`src/sv/assert_macros.svh`:
```
// Assertion macros shared by the line follower RTL.
`ifndef ASSERT_MACROS_SVH
`define ASSERT_MACROS_SVH
`ifndef SYNTHESIS
// Clocked property, disabled while reset is asserted (active low).
`define LFPD_ASSERT(lbl, clk, rst_n, prop) \
    lbl: assert property (@(posedge clk) disable iff (!rst_n) prop) \
        else $error("lfpd assertion failed");
// Clocked property checked during reset as well.
`define LFPD_ASSERT_ALWAYS(lbl, clk, prop) \
    lbl: assert property (@(posedge clk) prop) \
        else $error("lfpd assertion failed");
`else
`define LFPD_ASSERT(lbl, clk, rst_n, prop)
`define LFPD_ASSERT_ALWAYS(lbl, clk, prop)
`endif
`endif

```
`src/sv/lfpd_pkg.sv`:
```
// Shared types, constants and helpers of the line follower PID drive.
`default_nettype none
package lfpd_pkg;

    // Field widths
    localparam int SAMPLE_BITS_DEF = 10;
    localparam int GAIN_W          = 16;
    localparam int ZONE_W          = 10;
    localparam int TGT_W           = 10;
    localparam int ACC_W           = 32;
    localparam int DRIVE_W         = 8;
    localparam int FRAC_BITS       = 12;
    localparam int CORR_W          = 9;
    localparam int DCALC_W         = 11;

    // Configuration port
    localparam int CFG_IDX_W  = 3;
    localparam int CFG_DATA_W = 16;

    typedef enum logic [CFG_IDX_W-1:0] {
        CFG_GAIN_PROP   = 3'd0,
        CFG_GAIN_INTEG  = 3'd1,
        CFG_GAIN_DERIV  = 3'd2,
        CFG_INTEG_ZONE  = 3'd3,
        CFG_TGT_FORWARD = 3'd4,
        CFG_TGT_REVERSE = 3'd5
    } t_cfg_idx;

    // Register reset values
    localparam logic signed [GAIN_W-1:0] RST_GAIN_PROP  = 16'sd82;
    localparam logic signed [GAIN_W-1:0] RST_GAIN_INTEG = 16'sd0;
    localparam logic signed [GAIN_W-1:0] RST_GAIN_DERIV = 16'sd0;
    localparam logic [ZONE_W-1:0]        RST_INTEG_ZONE = 10'd10;
    localparam logic [TGT_W-1:0]         RST_TGT_FWD    = 10'd772;
    localparam logic [TGT_W-1:0]         RST_TGT_REV    = 10'd770;

    // Correction limit and drive windows
    localparam int CORR_LIM      = 255;
    localparam int BASE_FWD_LEFT = 75;
    localparam int BASE_FWD_RGHT = 105;
    localparam int BASE_REV_LEFT = 112;
    localparam int BASE_REV_RGHT = 75;
    localparam int SLOW_LO       = 0;
    localparam int SLOW_HI       = 80;
    localparam int FAST_LO       = 100;
    localparam int FAST_HI       = 180;

    typedef struct packed {
        logic signed [GAIN_W-1:0] gain_prop;
        logic signed [GAIN_W-1:0] gain_integ;
        logic signed [GAIN_W-1:0] gain_deriv;
        logic [ZONE_W-1:0]        integ_zone;
        logic [TGT_W-1:0]         tgt_fwd;
        logic [TGT_W-1:0]         tgt_rev;
    } t_cfg;

    // Clamp a signed speed to [lo, hi]
    function automatic logic [DRIVE_W-1:0] clamp_drive(
        input logic signed [DCALC_W-1:0] v,
        input int lo,
        input int hi
    );
        logic [DRIVE_W-1:0] res;
        if (v < DCALC_W'(lo)) begin
            res = DRIVE_W'(lo);
        end else if (v > DCALC_W'(hi)) begin
            res = DRIVE_W'(hi);
        end else begin
            res = v[DRIVE_W-1:0];
        end
        return res;
    endfunction

endpackage
`default_nettype wire

```
`src/sv/lfpd_cfg_regs.sv`:
```
// Configuration register file of the line follower PID drive.
`default_nettype none
module lfpd_cfg_regs (
    input  wire logic                            i_clk,
    input  wire logic                            i_rst_n,
    input  wire logic                            i_cfg_we,
    input  wire logic [lfpd_pkg::CFG_IDX_W-1:0]  i_cfg_idx,
    input  wire logic [lfpd_pkg::CFG_DATA_W-1:0] i_cfg_data,
    output lfpd_pkg::t_cfg                       o_cfg
);

    lfpd_pkg::t_cfg r_cfg;

    // Register writes, unknown indexes dropped
    always_ff @(posedge i_clk) begin
        if (!i_rst_n) begin
            r_cfg.gain_prop  <= lfpd_pkg::RST_GAIN_PROP;
            r_cfg.gain_integ <= lfpd_pkg::RST_GAIN_INTEG;
            r_cfg.gain_deriv <= lfpd_pkg::RST_GAIN_DERIV;
            r_cfg.integ_zone <= lfpd_pkg::RST_INTEG_ZONE;
            r_cfg.tgt_fwd    <= lfpd_pkg::RST_TGT_FWD;
            r_cfg.tgt_rev    <= lfpd_pkg::RST_TGT_REV;
        end else if (i_cfg_we) begin
            unique case (lfpd_pkg::t_cfg_idx'(i_cfg_idx))
                lfpd_pkg::CFG_GAIN_PROP: begin
                    r_cfg.gain_prop <= signed'(i_cfg_data[lfpd_pkg::GAIN_W-1:0]);
                end
                lfpd_pkg::CFG_GAIN_INTEG: begin
                    r_cfg.gain_integ <= signed'(i_cfg_data[lfpd_pkg::GAIN_W-1:0]);
                end
                lfpd_pkg::CFG_GAIN_DERIV: begin
                    r_cfg.gain_deriv <= signed'(i_cfg_data[lfpd_pkg::GAIN_W-1:0]);
                end
                lfpd_pkg::CFG_INTEG_ZONE: begin
                    r_cfg.integ_zone <= i_cfg_data[lfpd_pkg::ZONE_W-1:0];
                end
                lfpd_pkg::CFG_TGT_FORWARD: begin
                    r_cfg.tgt_fwd <= i_cfg_data[lfpd_pkg::TGT_W-1:0];
                end
                lfpd_pkg::CFG_TGT_REVERSE: begin
                    r_cfg.tgt_rev <= i_cfg_data[lfpd_pkg::TGT_W-1:0];
                end
                default: begin
                end
            endcase
        end
    end

    assign o_cfg = r_cfg;

endmodule
`default_nettype wire

```
`src/sv/lfpd_pid_core.sv`:
```
// PID datapath: error, integral and derivative state, correction and clamps.
`default_nettype none
`include "assert_macros.svh"
module lfpd_pid_core #(
    parameter int SAMPLE_BITS = lfpd_pkg::SAMPLE_BITS_DEF
) (
    input  wire logic                          i_clk,
    input  wire logic                          i_rst_n,
    input  wire logic                          i_fire,
    input  wire logic                          i_mode,
    input  wire logic [SAMPLE_BITS-1:0]        i_position,
    input  lfpd_pkg::t_cfg                     i_cfg,
    output logic      [lfpd_pkg::DRIVE_W-1:0]  o_left_drive,
    output logic      [lfpd_pkg::DRIVE_W-1:0]  o_right_drive
);

    // Error is one bit wider than the wider of target and sample
    localparam int MAG_W  = (SAMPLE_BITS > lfpd_pkg::TGT_W) ? SAMPLE_BITS : lfpd_pkg::TGT_W;
    localparam int ERR_W  = MAG_W + 1;
    localparam int P_W    = lfpd_pkg::GAIN_W + ERR_W;
    localparam int D_W    = lfpd_pkg::GAIN_W + ERR_W + 1;
    localparam int AS_W   = ((P_W > lfpd_pkg::ACC_W) ? P_W : lfpd_pkg::ACC_W) + 1;
    localparam int SUM_W  = ((D_W > lfpd_pkg::ACC_W) ? D_W : lfpd_pkg::ACC_W) + 2;
    localparam int DC_W   = lfpd_pkg::DCALC_W;

    localparam logic signed [AS_W-1:0] ACC_HI =
        AS_W'(signed'({1'b0, {(lfpd_pkg::ACC_W-1){1'b1}}}));
    localparam logic signed [AS_W-1:0] ACC_LO =
        AS_W'(signed'({1'b1, {(lfpd_pkg::ACC_W-1){1'b0}}}));
    localparam logic signed [SUM_W-1:0] ROUND_BIAS =
        SUM_W'((2 ** lfpd_pkg::FRAC_BITS) - 1);
    localparam logic signed [SUM_W-1:0] CORR_HI = SUM_W'(lfpd_pkg::CORR_LIM);
    localparam logic signed [SUM_W-1:0] CORR_LO = SUM_W'(-lfpd_pkg::CORR_LIM);

    logic signed [lfpd_pkg::ACC_W-1:0] r_integ_acc;
    logic signed [ERR_W-1:0]           r_last_err;
    logic signed [lfpd_pkg::ACC_W-1:0] n_integ_acc;

    logic [lfpd_pkg::TGT_W-1:0]        target;
    logic signed [ERR_W-1:0]           err;
    logic [MAG_W-1:0]                  mag;
    logic                              in_zone;
    logic signed [P_W-1:0]             p_term;
    logic signed [P_W-1:0]             i_prod;
    logic signed [AS_W-1:0]            i_sum;
    logic signed [ERR_W:0]             err_diff;
    logic signed [D_W-1:0]             d_term;
    logic signed [SUM_W-1:0]           pid_sum;
    logic signed [SUM_W-1:0]           pid_quot;
    logic signed [lfpd_pkg::CORR_W-1:0] corr;
    logic signed [DC_W-1:0]            corr_x;
    logic signed [DC_W-1:0]            left_raw;
    logic signed [DC_W-1:0]            right_raw;

    // Error and its magnitude
    always_comb begin
        target  = i_mode ? i_cfg.tgt_rev : i_cfg.tgt_fwd;
        err     = signed'(ERR_W'(target)) - signed'(ERR_W'(i_position));
        mag     = err[ERR_W-1] ? MAG_W'(-err) : MAG_W'(err);
        in_zone = mag < MAG_W'(i_cfg.integ_zone);
    end

    // Three gain products
    always_comb begin
        p_term   = P_W'(i_cfg.gain_prop) * P_W'(err);
        i_prod   = P_W'(i_cfg.gain_integ) * P_W'(err);
        err_diff = (ERR_W+1)'(err) - (ERR_W+1)'(r_last_err);
        d_term   = D_W'(i_cfg.gain_deriv) * D_W'(err_diff);
    end

    // Integral update, saturating, cleared outside the zone
    always_comb begin
        i_sum = AS_W'(r_integ_acc) + AS_W'(i_prod);
        if (!in_zone) begin
            n_integ_acc = '0;
        end else if (i_sum > ACC_HI) begin
            n_integ_acc = ACC_HI[lfpd_pkg::ACC_W-1:0];
        end else if (i_sum < ACC_LO) begin
            n_integ_acc = ACC_LO[lfpd_pkg::ACC_W-1:0];
        end else begin
            n_integ_acc = i_sum[lfpd_pkg::ACC_W-1:0];
        end
    end

    // Sum, truncate toward zero, saturate the correction
    always_comb begin
        pid_sum  = SUM_W'(p_term) + SUM_W'(n_integ_acc) + SUM_W'(d_term);
        pid_quot = (pid_sum[SUM_W-1] ? (pid_sum + ROUND_BIAS) : pid_sum)
                   >>> lfpd_pkg::FRAC_BITS;
        if (pid_quot > CORR_HI) begin
            corr = CORR_HI[lfpd_pkg::CORR_W-1:0];
        end else if (pid_quot < CORR_LO) begin
            corr = CORR_LO[lfpd_pkg::CORR_W-1:0];
        end else begin
            corr = pid_quot[lfpd_pkg::CORR_W-1:0];
        end
        corr_x = DC_W'(corr);
    end

    // Base speeds offset by the correction, then windowed
    always_comb begin
        if (!i_mode) begin
            left_raw      = DC_W'(lfpd_pkg::BASE_FWD_LEFT) - corr_x;
            right_raw     = DC_W'(lfpd_pkg::BASE_FWD_RGHT) - corr_x;
            o_left_drive  = lfpd_pkg::clamp_drive(left_raw, lfpd_pkg::SLOW_LO,
                                                  lfpd_pkg::SLOW_HI);
            o_right_drive = lfpd_pkg::clamp_drive(right_raw, lfpd_pkg::FAST_LO,
                                                  lfpd_pkg::FAST_HI);
        end else begin
            left_raw      = DC_W'(lfpd_pkg::BASE_REV_LEFT) + corr_x;
            right_raw     = DC_W'(lfpd_pkg::BASE_REV_RGHT) + corr_x;
            o_left_drive  = lfpd_pkg::clamp_drive(left_raw, lfpd_pkg::FAST_LO,
                                                  lfpd_pkg::FAST_HI);
            o_right_drive = lfpd_pkg::clamp_drive(right_raw, lfpd_pkg::SLOW_LO,
                                                  lfpd_pkg::SLOW_HI);
        end
    end

    // Controller state advances once per beat
    always_ff @(posedge i_clk) begin
        if (!i_rst_n) begin
            r_integ_acc <= '0;
            r_last_err  <= '0;
        end else if (i_fire) begin
            r_integ_acc <= n_integ_acc;
            r_last_err  <= err;
        end
    end

    `LFPD_ASSERT(a_integ_clear, i_clk, i_rst_n, (i_fire && !in_zone) |=> (r_integ_acc == '0))
    `LFPD_ASSERT(a_last_err_tracks, i_clk, i_rst_n, i_fire |=> (r_last_err == $past(err)))
    `LFPD_ASSERT(a_hold_idle, i_clk, i_rst_n, (!i_fire) |=> $stable({r_integ_acc, r_last_err}))

endmodule
`default_nettype wire

```
`src/sv/line_follow_pid_drive.sv`:
```
// Top level of the line follower PID drive: input and result registers.
//
//   channel   direction  handshake                  payload
//   in        sink       i_in_valid / o_in_stall    i_mode, i_position
//   out       source     o_out_valid / i_out_stall  o_left_drive, o_right_drive
//   cfg       sink       i_cfg_we                   i_cfg_idx, i_cfg_data
//
// One beat per cycle unless the result stalls; beats pass the input, then the result register.
// Error, the three gain multiplies, integral update and clamps sit in one stage
// between the input register and the result register.
// Reset (synchronous, active low) restores register defaults and clears the
// integral and previous error; no clearing pass is needed.
// A stall on the result side holds the result register and backs up into the input register.
`default_nettype none
`include "assert_macros.svh"
module line_follow_pid_drive #(
    parameter int SAMPLE_BITS = lfpd_pkg::SAMPLE_BITS_DEF
) (
    input  wire logic                            i_clk,
    input  wire logic                            i_rst_n,
    input  wire logic                            i_cfg_we,
    input  wire logic [lfpd_pkg::CFG_IDX_W-1:0]  i_cfg_idx,
    input  wire logic [lfpd_pkg::CFG_DATA_W-1:0] i_cfg_data,
    input  wire logic                            i_in_valid,
    output logic                                 o_in_stall,
    input  wire logic                            i_mode,
    input  wire logic [SAMPLE_BITS-1:0]          i_position,
    output logic                                 o_out_valid,
    input  wire logic                            i_out_stall,
    output logic [lfpd_pkg::DRIVE_W-1:0]         o_left_drive,
    output logic [lfpd_pkg::DRIVE_W-1:0]         o_right_drive
);

    lfpd_pkg::t_cfg cfg;

    logic                          r_in_vld;
    logic                          r_in_mode;
    logic [SAMPLE_BITS-1:0]        r_in_pos;
    logic                          r_out_vld;
    logic [lfpd_pkg::DRIVE_W-1:0]  r_out_left;
    logic [lfpd_pkg::DRIVE_W-1:0]  r_out_right;

    logic                          out_open;
    logic                          fire;
    logic                          in_accept;
    logic [lfpd_pkg::DRIVE_W-1:0]  calc_left;
    logic [lfpd_pkg::DRIVE_W-1:0]  calc_right;

    lfpd_cfg_regs u_cfg (
        .i_clk      (i_clk),
        .i_rst_n    (i_rst_n),
        .i_cfg_we   (i_cfg_we),
        .i_cfg_idx  (i_cfg_idx),
        .i_cfg_data (i_cfg_data),
        .o_cfg      (cfg)
    );

    lfpd_pid_core #(
        .SAMPLE_BITS (SAMPLE_BITS)
    ) u_core (
        .i_clk         (i_clk),
        .i_rst_n       (i_rst_n),
        .i_fire        (fire),
        .i_mode        (r_in_mode),
        .i_position    (r_in_pos),
        .i_cfg         (cfg),
        .o_left_drive  (calc_left),
        .o_right_drive (calc_right)
    );

    // Stage handshake
    always_comb begin
        out_open   = !r_out_vld || !i_out_stall;
        fire       = r_in_vld && out_open;
        o_in_stall = r_in_vld && !out_open;
        in_accept  = i_in_valid && !o_in_stall;
    end

    // Input register
    always_ff @(posedge i_clk) begin
        if (!i_rst_n) begin
            r_in_vld <= 1'b0;
        end else if (in_accept) begin
            r_in_vld <= 1'b1;
        end else if (fire) begin
            r_in_vld <= 1'b0;
        end
    end

    always_ff @(posedge i_clk) begin
        if (in_accept) begin
            r_in_mode <= i_mode;
            r_in_pos  <= i_position;
        end
    end

    // Result register
    always_ff @(posedge i_clk) begin
        if (!i_rst_n) begin
            r_out_vld <= 1'b0;
        end else if (out_open) begin
            r_out_vld <= fire;
        end
    end

    always_ff @(posedge i_clk) begin
        if (fire) begin
            r_out_left  <= calc_left;
            r_out_right <= calc_right;
        end
    end

    assign o_out_valid   = r_out_vld;
    assign o_left_drive  = r_out_left;
    assign o_right_drive = r_out_right;

    `LFPD_ASSERT_ALWAYS(a_reset_empties, i_clk, (!i_rst_n) |=> (!r_in_vld && !r_out_vld))
    `LFPD_ASSERT(a_in_held_until_moved, i_clk, i_rst_n, (r_in_vld && !fire) |=> r_in_vld)
    `LFPD_ASSERT(a_stall_only_when_full, i_clk, i_rst_n, o_in_stall |-> (r_in_vld && r_out_vld))
    `LFPD_ASSERT(a_fire_fills_out, i_clk, i_rst_n, fire |=> r_out_vld)

endmodule
`default_nettype wire
```
`config.mk`:
```
export PLATFORM = sky130hd
export DESIGN_NAME = line_follow_pid_drive
export DESIGN_NICKNAME = d
export VERILOG_FILES = /design/src/sv/lfpd_pkg.sv /design/src/sv/lfpd_cfg_regs.sv /design/src/sv/lfpd_pid_core.sv /design/src/sv/line_follow_pid_drive.sv
export VERILOG_INCLUDE_DIRS = /design/src /design/src/sv
export SDC_FILE = /design/constraint.sdc
export NUM_CORES = 2
export LEC_CHECK = 0
export BUFFER_PORTS_ARGS = -buffer_cell sky130_fd_sc_hd__buf_2
export CAP_MARGIN = 20
export CORE_UTILIZATION = 35
export DETAILED_ROUTE_END_ITERATION = 10
export GPL_ROUTABILITY_DRIVEN = 0
export SLEW_MARGIN = 20
export SYNTH_ARGS = -nofsm -noshare
export SYNTH_HDL_FRONTEND = slang
export SYNTH_SLANG_ARGS = --single-unit
```
`constraint.sdc`:
```
create_clock -name i_clk -period 25.5 [get_ports i_clk]
set_input_delay 7.65 -clock i_clk [delete_from_list [all_inputs] [get_ports i_clk]]
set_output_delay 7.65 -clock i_clk [all_outputs]
set_load 0.02 [all_outputs]
```
==> metrics.txt <==
number of warnings printed during yosys synthesis 0; starting DRC count in detailed routing 1839; slew at the pin with the worst max-slew slack 1090 ps; Post-Syn Area per Cell 8.69 um^2; Data required, critical path roughly 26000 ps; CP max-delay cell sky130_fd_sc_hd__inv_1; Area growth syn-to-layout 6.41%; Max-slew headroom 27.6%; area taken by multi-input logic gates 26700 um^2; vias 25389; R2R Setup Slk 3750 ps; crit share post-route 85.3%; Skew-Pair Late Insertion Delay 490 ps; count of final max-slew check failures 0; arrival time worst endpoint 21990 ps; most frequent cells in the layout sky130_fd_sc_hd__inv_1, sky130_fd_sc_hd__fa_1, sky130_fd_sc_hd__nand2_1; Post-Synthesis Net Count 4866; status finished clean; quantity of gates resized following cts 0; Final Setup Violations 0; starting density of the core 35.6%; Filler Cells Inserted between 9000 and 10000; fraction of layout cells with a size suffix above 1 4.89%; total standard cell area after synthesis approximately 34000 um^2; reg2reg path depth 69; detailed-route vias per instance between 4 and 5; pin count of the biggest net entering global routing 76; Max Clk Rate 46.0 MHz; clock transition time at the flip-flop clock pins of the worst setup and hold paths 70 ps; number of I/O pins 53; Post-Place Cell Area roughly 36000 um^2; fraction of the core area covered by cells at the end of the flow 37.9%; vias in the first global route 27003; number of detailed-route iterations in the first pass 7; # hold bufs at CTS 0; clock tree from TritonCTS built; antenna violations before repair 1; destination of the critical timing path o_right_drive[3]$_DFFE_PP_; post-synth cell types 89; overflow left after global routing 0; width of the die approximately 310 um; global-route wire length before repair 146000 um; reg2reg start r_in_mode$_DFFE_PP_; crit-path max cell delay 780 ps; min Tclk post-route 21750 ps; number of synthesized flops with an enable pin 27; H-tree lvl count 4; register area share after synthesis 9.63%; total CTS buffers 17; kind of launch point of the worst setup path flip-flop; Total GRT Usage 18.9%; max-capacitance violation count 0; setup TNS 0 ps; net count of the finished layout between 4000 and 5000; Setup Buffers After CTS 0; HPWL reported at the end of detailed placement 73000 um; setup repair after global routing missed its margin no; die footprint 98400 um^2; synthesized netlist cell count 3911; aggregate routed wire length roughly 90000 um; launching instance or port of the critical path r_in_mode$_DFFE_PP_; height of the die 314 um; async set or reset register ratio after synthesis 0%; remaining design rule violation count 0; Site Rows 113; capturing element type of the critical path flip-flop; Diodes inserted 0; average wire length per cell after detail routing about 17 um; Setup Skew 15.4 ps; synthesis-stage register bit count 150; area of the core ~96000 um^2; design area around 36000 um^2; Most used DFF post-synth sky130_fd_sc_hd__dfxtp_1; Clock Root Buffer sky130_fd_sc_hd__clkbuf_16; cell depth of the worst min-delay path 2; most common cell after layout, fill and taps aside sky130_fd_sc_hd__inv_1; end of the worst register-to-register path o_right_drive[3]$_DFFE_PP_; maximum buffer depth of the clock tree 2; ANT nets after route 0; CTS sink cnt 150; I/O Buffers 52; worst min path class flip-flop to flip-flop; cell seen most often among critical-path stages sky130_fd_sc_hd__fa_1; worst setup path class flip-flop to flip-flop; area taken by flip-flops and latches between 3000 and 4000 um^2; maximum fanout encountered on the critical timing path 27; final hold vios 0
==> Yosys cell counts (23+ instances only) <==
master                     instances  area (um^2)
sky130_fd_sc_hd__clkbuf_1        142          533
sky130_fd_sc_hd__nor3_1           30          150
sky130_fd_sc_hd__nand3_1          37          185
sky130_fd_sc_hd__xnor2_1          84          736
sky130_fd_sc_hd__a21boi_0         79          593
sky130_fd_sc_hd__nor2_1           96          360
sky130_fd_sc_hd__xor2_1           33          289
sky130_fd_sc_hd__inv_1           958         3600
sky130_fd_sc_hd__nor2b_1          23          144
sky130_fd_sc_hd__edfxtp_1         27          811
sky130_fd_sc_hd__nand2b_1         69          432
sky130_fd_sc_hd__dfxtp_1         123         2460
sky130_fd_sc_hd__a21o_1           28          210
sky130_fd_sc_hd__nand2_1         554         2080
sky130_fd_sc_hd__and2_1          161         1010
sky130_fd_sc_hd__fa_1            689        13800
sky130_fd_sc_hd__ha_1            231         2890
sky130_fd_sc_hd__o21ai_0          88          440
sky130_fd_sc_hd__a21oi_1         120          601
==> worst max-delay path: cells and delay by family, from the launching register on <==
family | cells | cell delay [ps]
buf+inv | 13 | 1920
mux | 2 | 330
flops | 1 | 320
fa+ha+maj | 17 | 7720
simple gates | 7 | 2990
xor+xnor | 3 | 1270
compound gates | 27 | 6890
==> registers in the layout, summed over array words and instances, names as in the netlist <==
signal,count
o_left_drive,8
r_in_vld,1
u_core.r_integ_acc,32
o_right_drive,8
u_cfg.o_cfg,78
r_in_mode,1
o_out_valid,1
r_in_pos,10
u_core.r_last_err,11
==> cell type report <==
type	count	share of cell area, %
Clock buffer	21	1.30
Clock inverter	10	0.266
Inverter	959	9.95
Multi-Input combinational cell	2641	73.7
Sequential cell	150	9.05
Tap cell	1265	4.38
Timing Repair Buffer	82	1.34
==> logic make-up (layout without fill, tap and decap cells) <==
logic type,count (synthesis),count (layout),synth area share (%)
adder cells (fa/ha/maj),926,926,49.3
AND/OR/NAND/NOR,1088,1088,15.3
buffers and inverters,1120,1072,12.4
XOR/XNOR,117,117,3.01
flip-flops,150,150,9.63
AO/OA/AOI/OAI,490,490,9.76
multiplexers,20,20,0.644
==> metal layers <==
| metal | part of all wire, % | track usage [%] | vias to the layer above |
|---|---|---|---|
| met5 | 0 | 0 | - |
| met4 | 2.2 | 4.72 | 0 |
| met3 | 5.9 | 2.84 | 97 |
| met2 | 47 | 30.7 | 623 |
| met1 | 45 | 26.4 | 12951 |
| li1 | - | - | 11718 |
==> worst min-delay path by stage <==
stage,startpoint,end,slack (ps)
floorplan,u_core.r_integ_acc[14]$_SDFFE_PN0P_,u_core.r_integ_acc[14]$_SDFFE_PN0P_,430
global placement,u_core.r_integ_acc[7]$_SDFFE_PN0P_,u_core.r_integ_acc[7]$_SDFFE_PN0P_,440
finish,u_core.r_integ_acc[6]$_SDFFE_PN0P_,u_core.r_integ_acc[6]$_SDFFE_PN0P_,460
global route,u_core.r_integ_acc[6]$_SDFFE_PN0P_,u_core.r_integ_acc[6]$_SDFFE_PN0P_,470
detailed placement,u_core.r_integ_acc[6]$_SDFFE_PN0P_,u_core.r_integ_acc[6]$_SDFFE_PN0P_,440
CTS,u_core.r_integ_acc[6]$_SDFFE_PN0P_,u_core.r_integ_acc[6]$_SDFFE_PN0P_,460
==> metrics by stage <==
step	hold slack [ps]	instances	setup WS, ps
finish	461	5128	3750
global route	475	5128	2530
CTS	457	5128	3690
detailed placement	443	5097	3720
global placement	441	5097	4110
floorplan	425	3911	6810
Power is not shown: default switching activity piles up to over one toggle a cycle in this logic, so the estimate is an artifact.
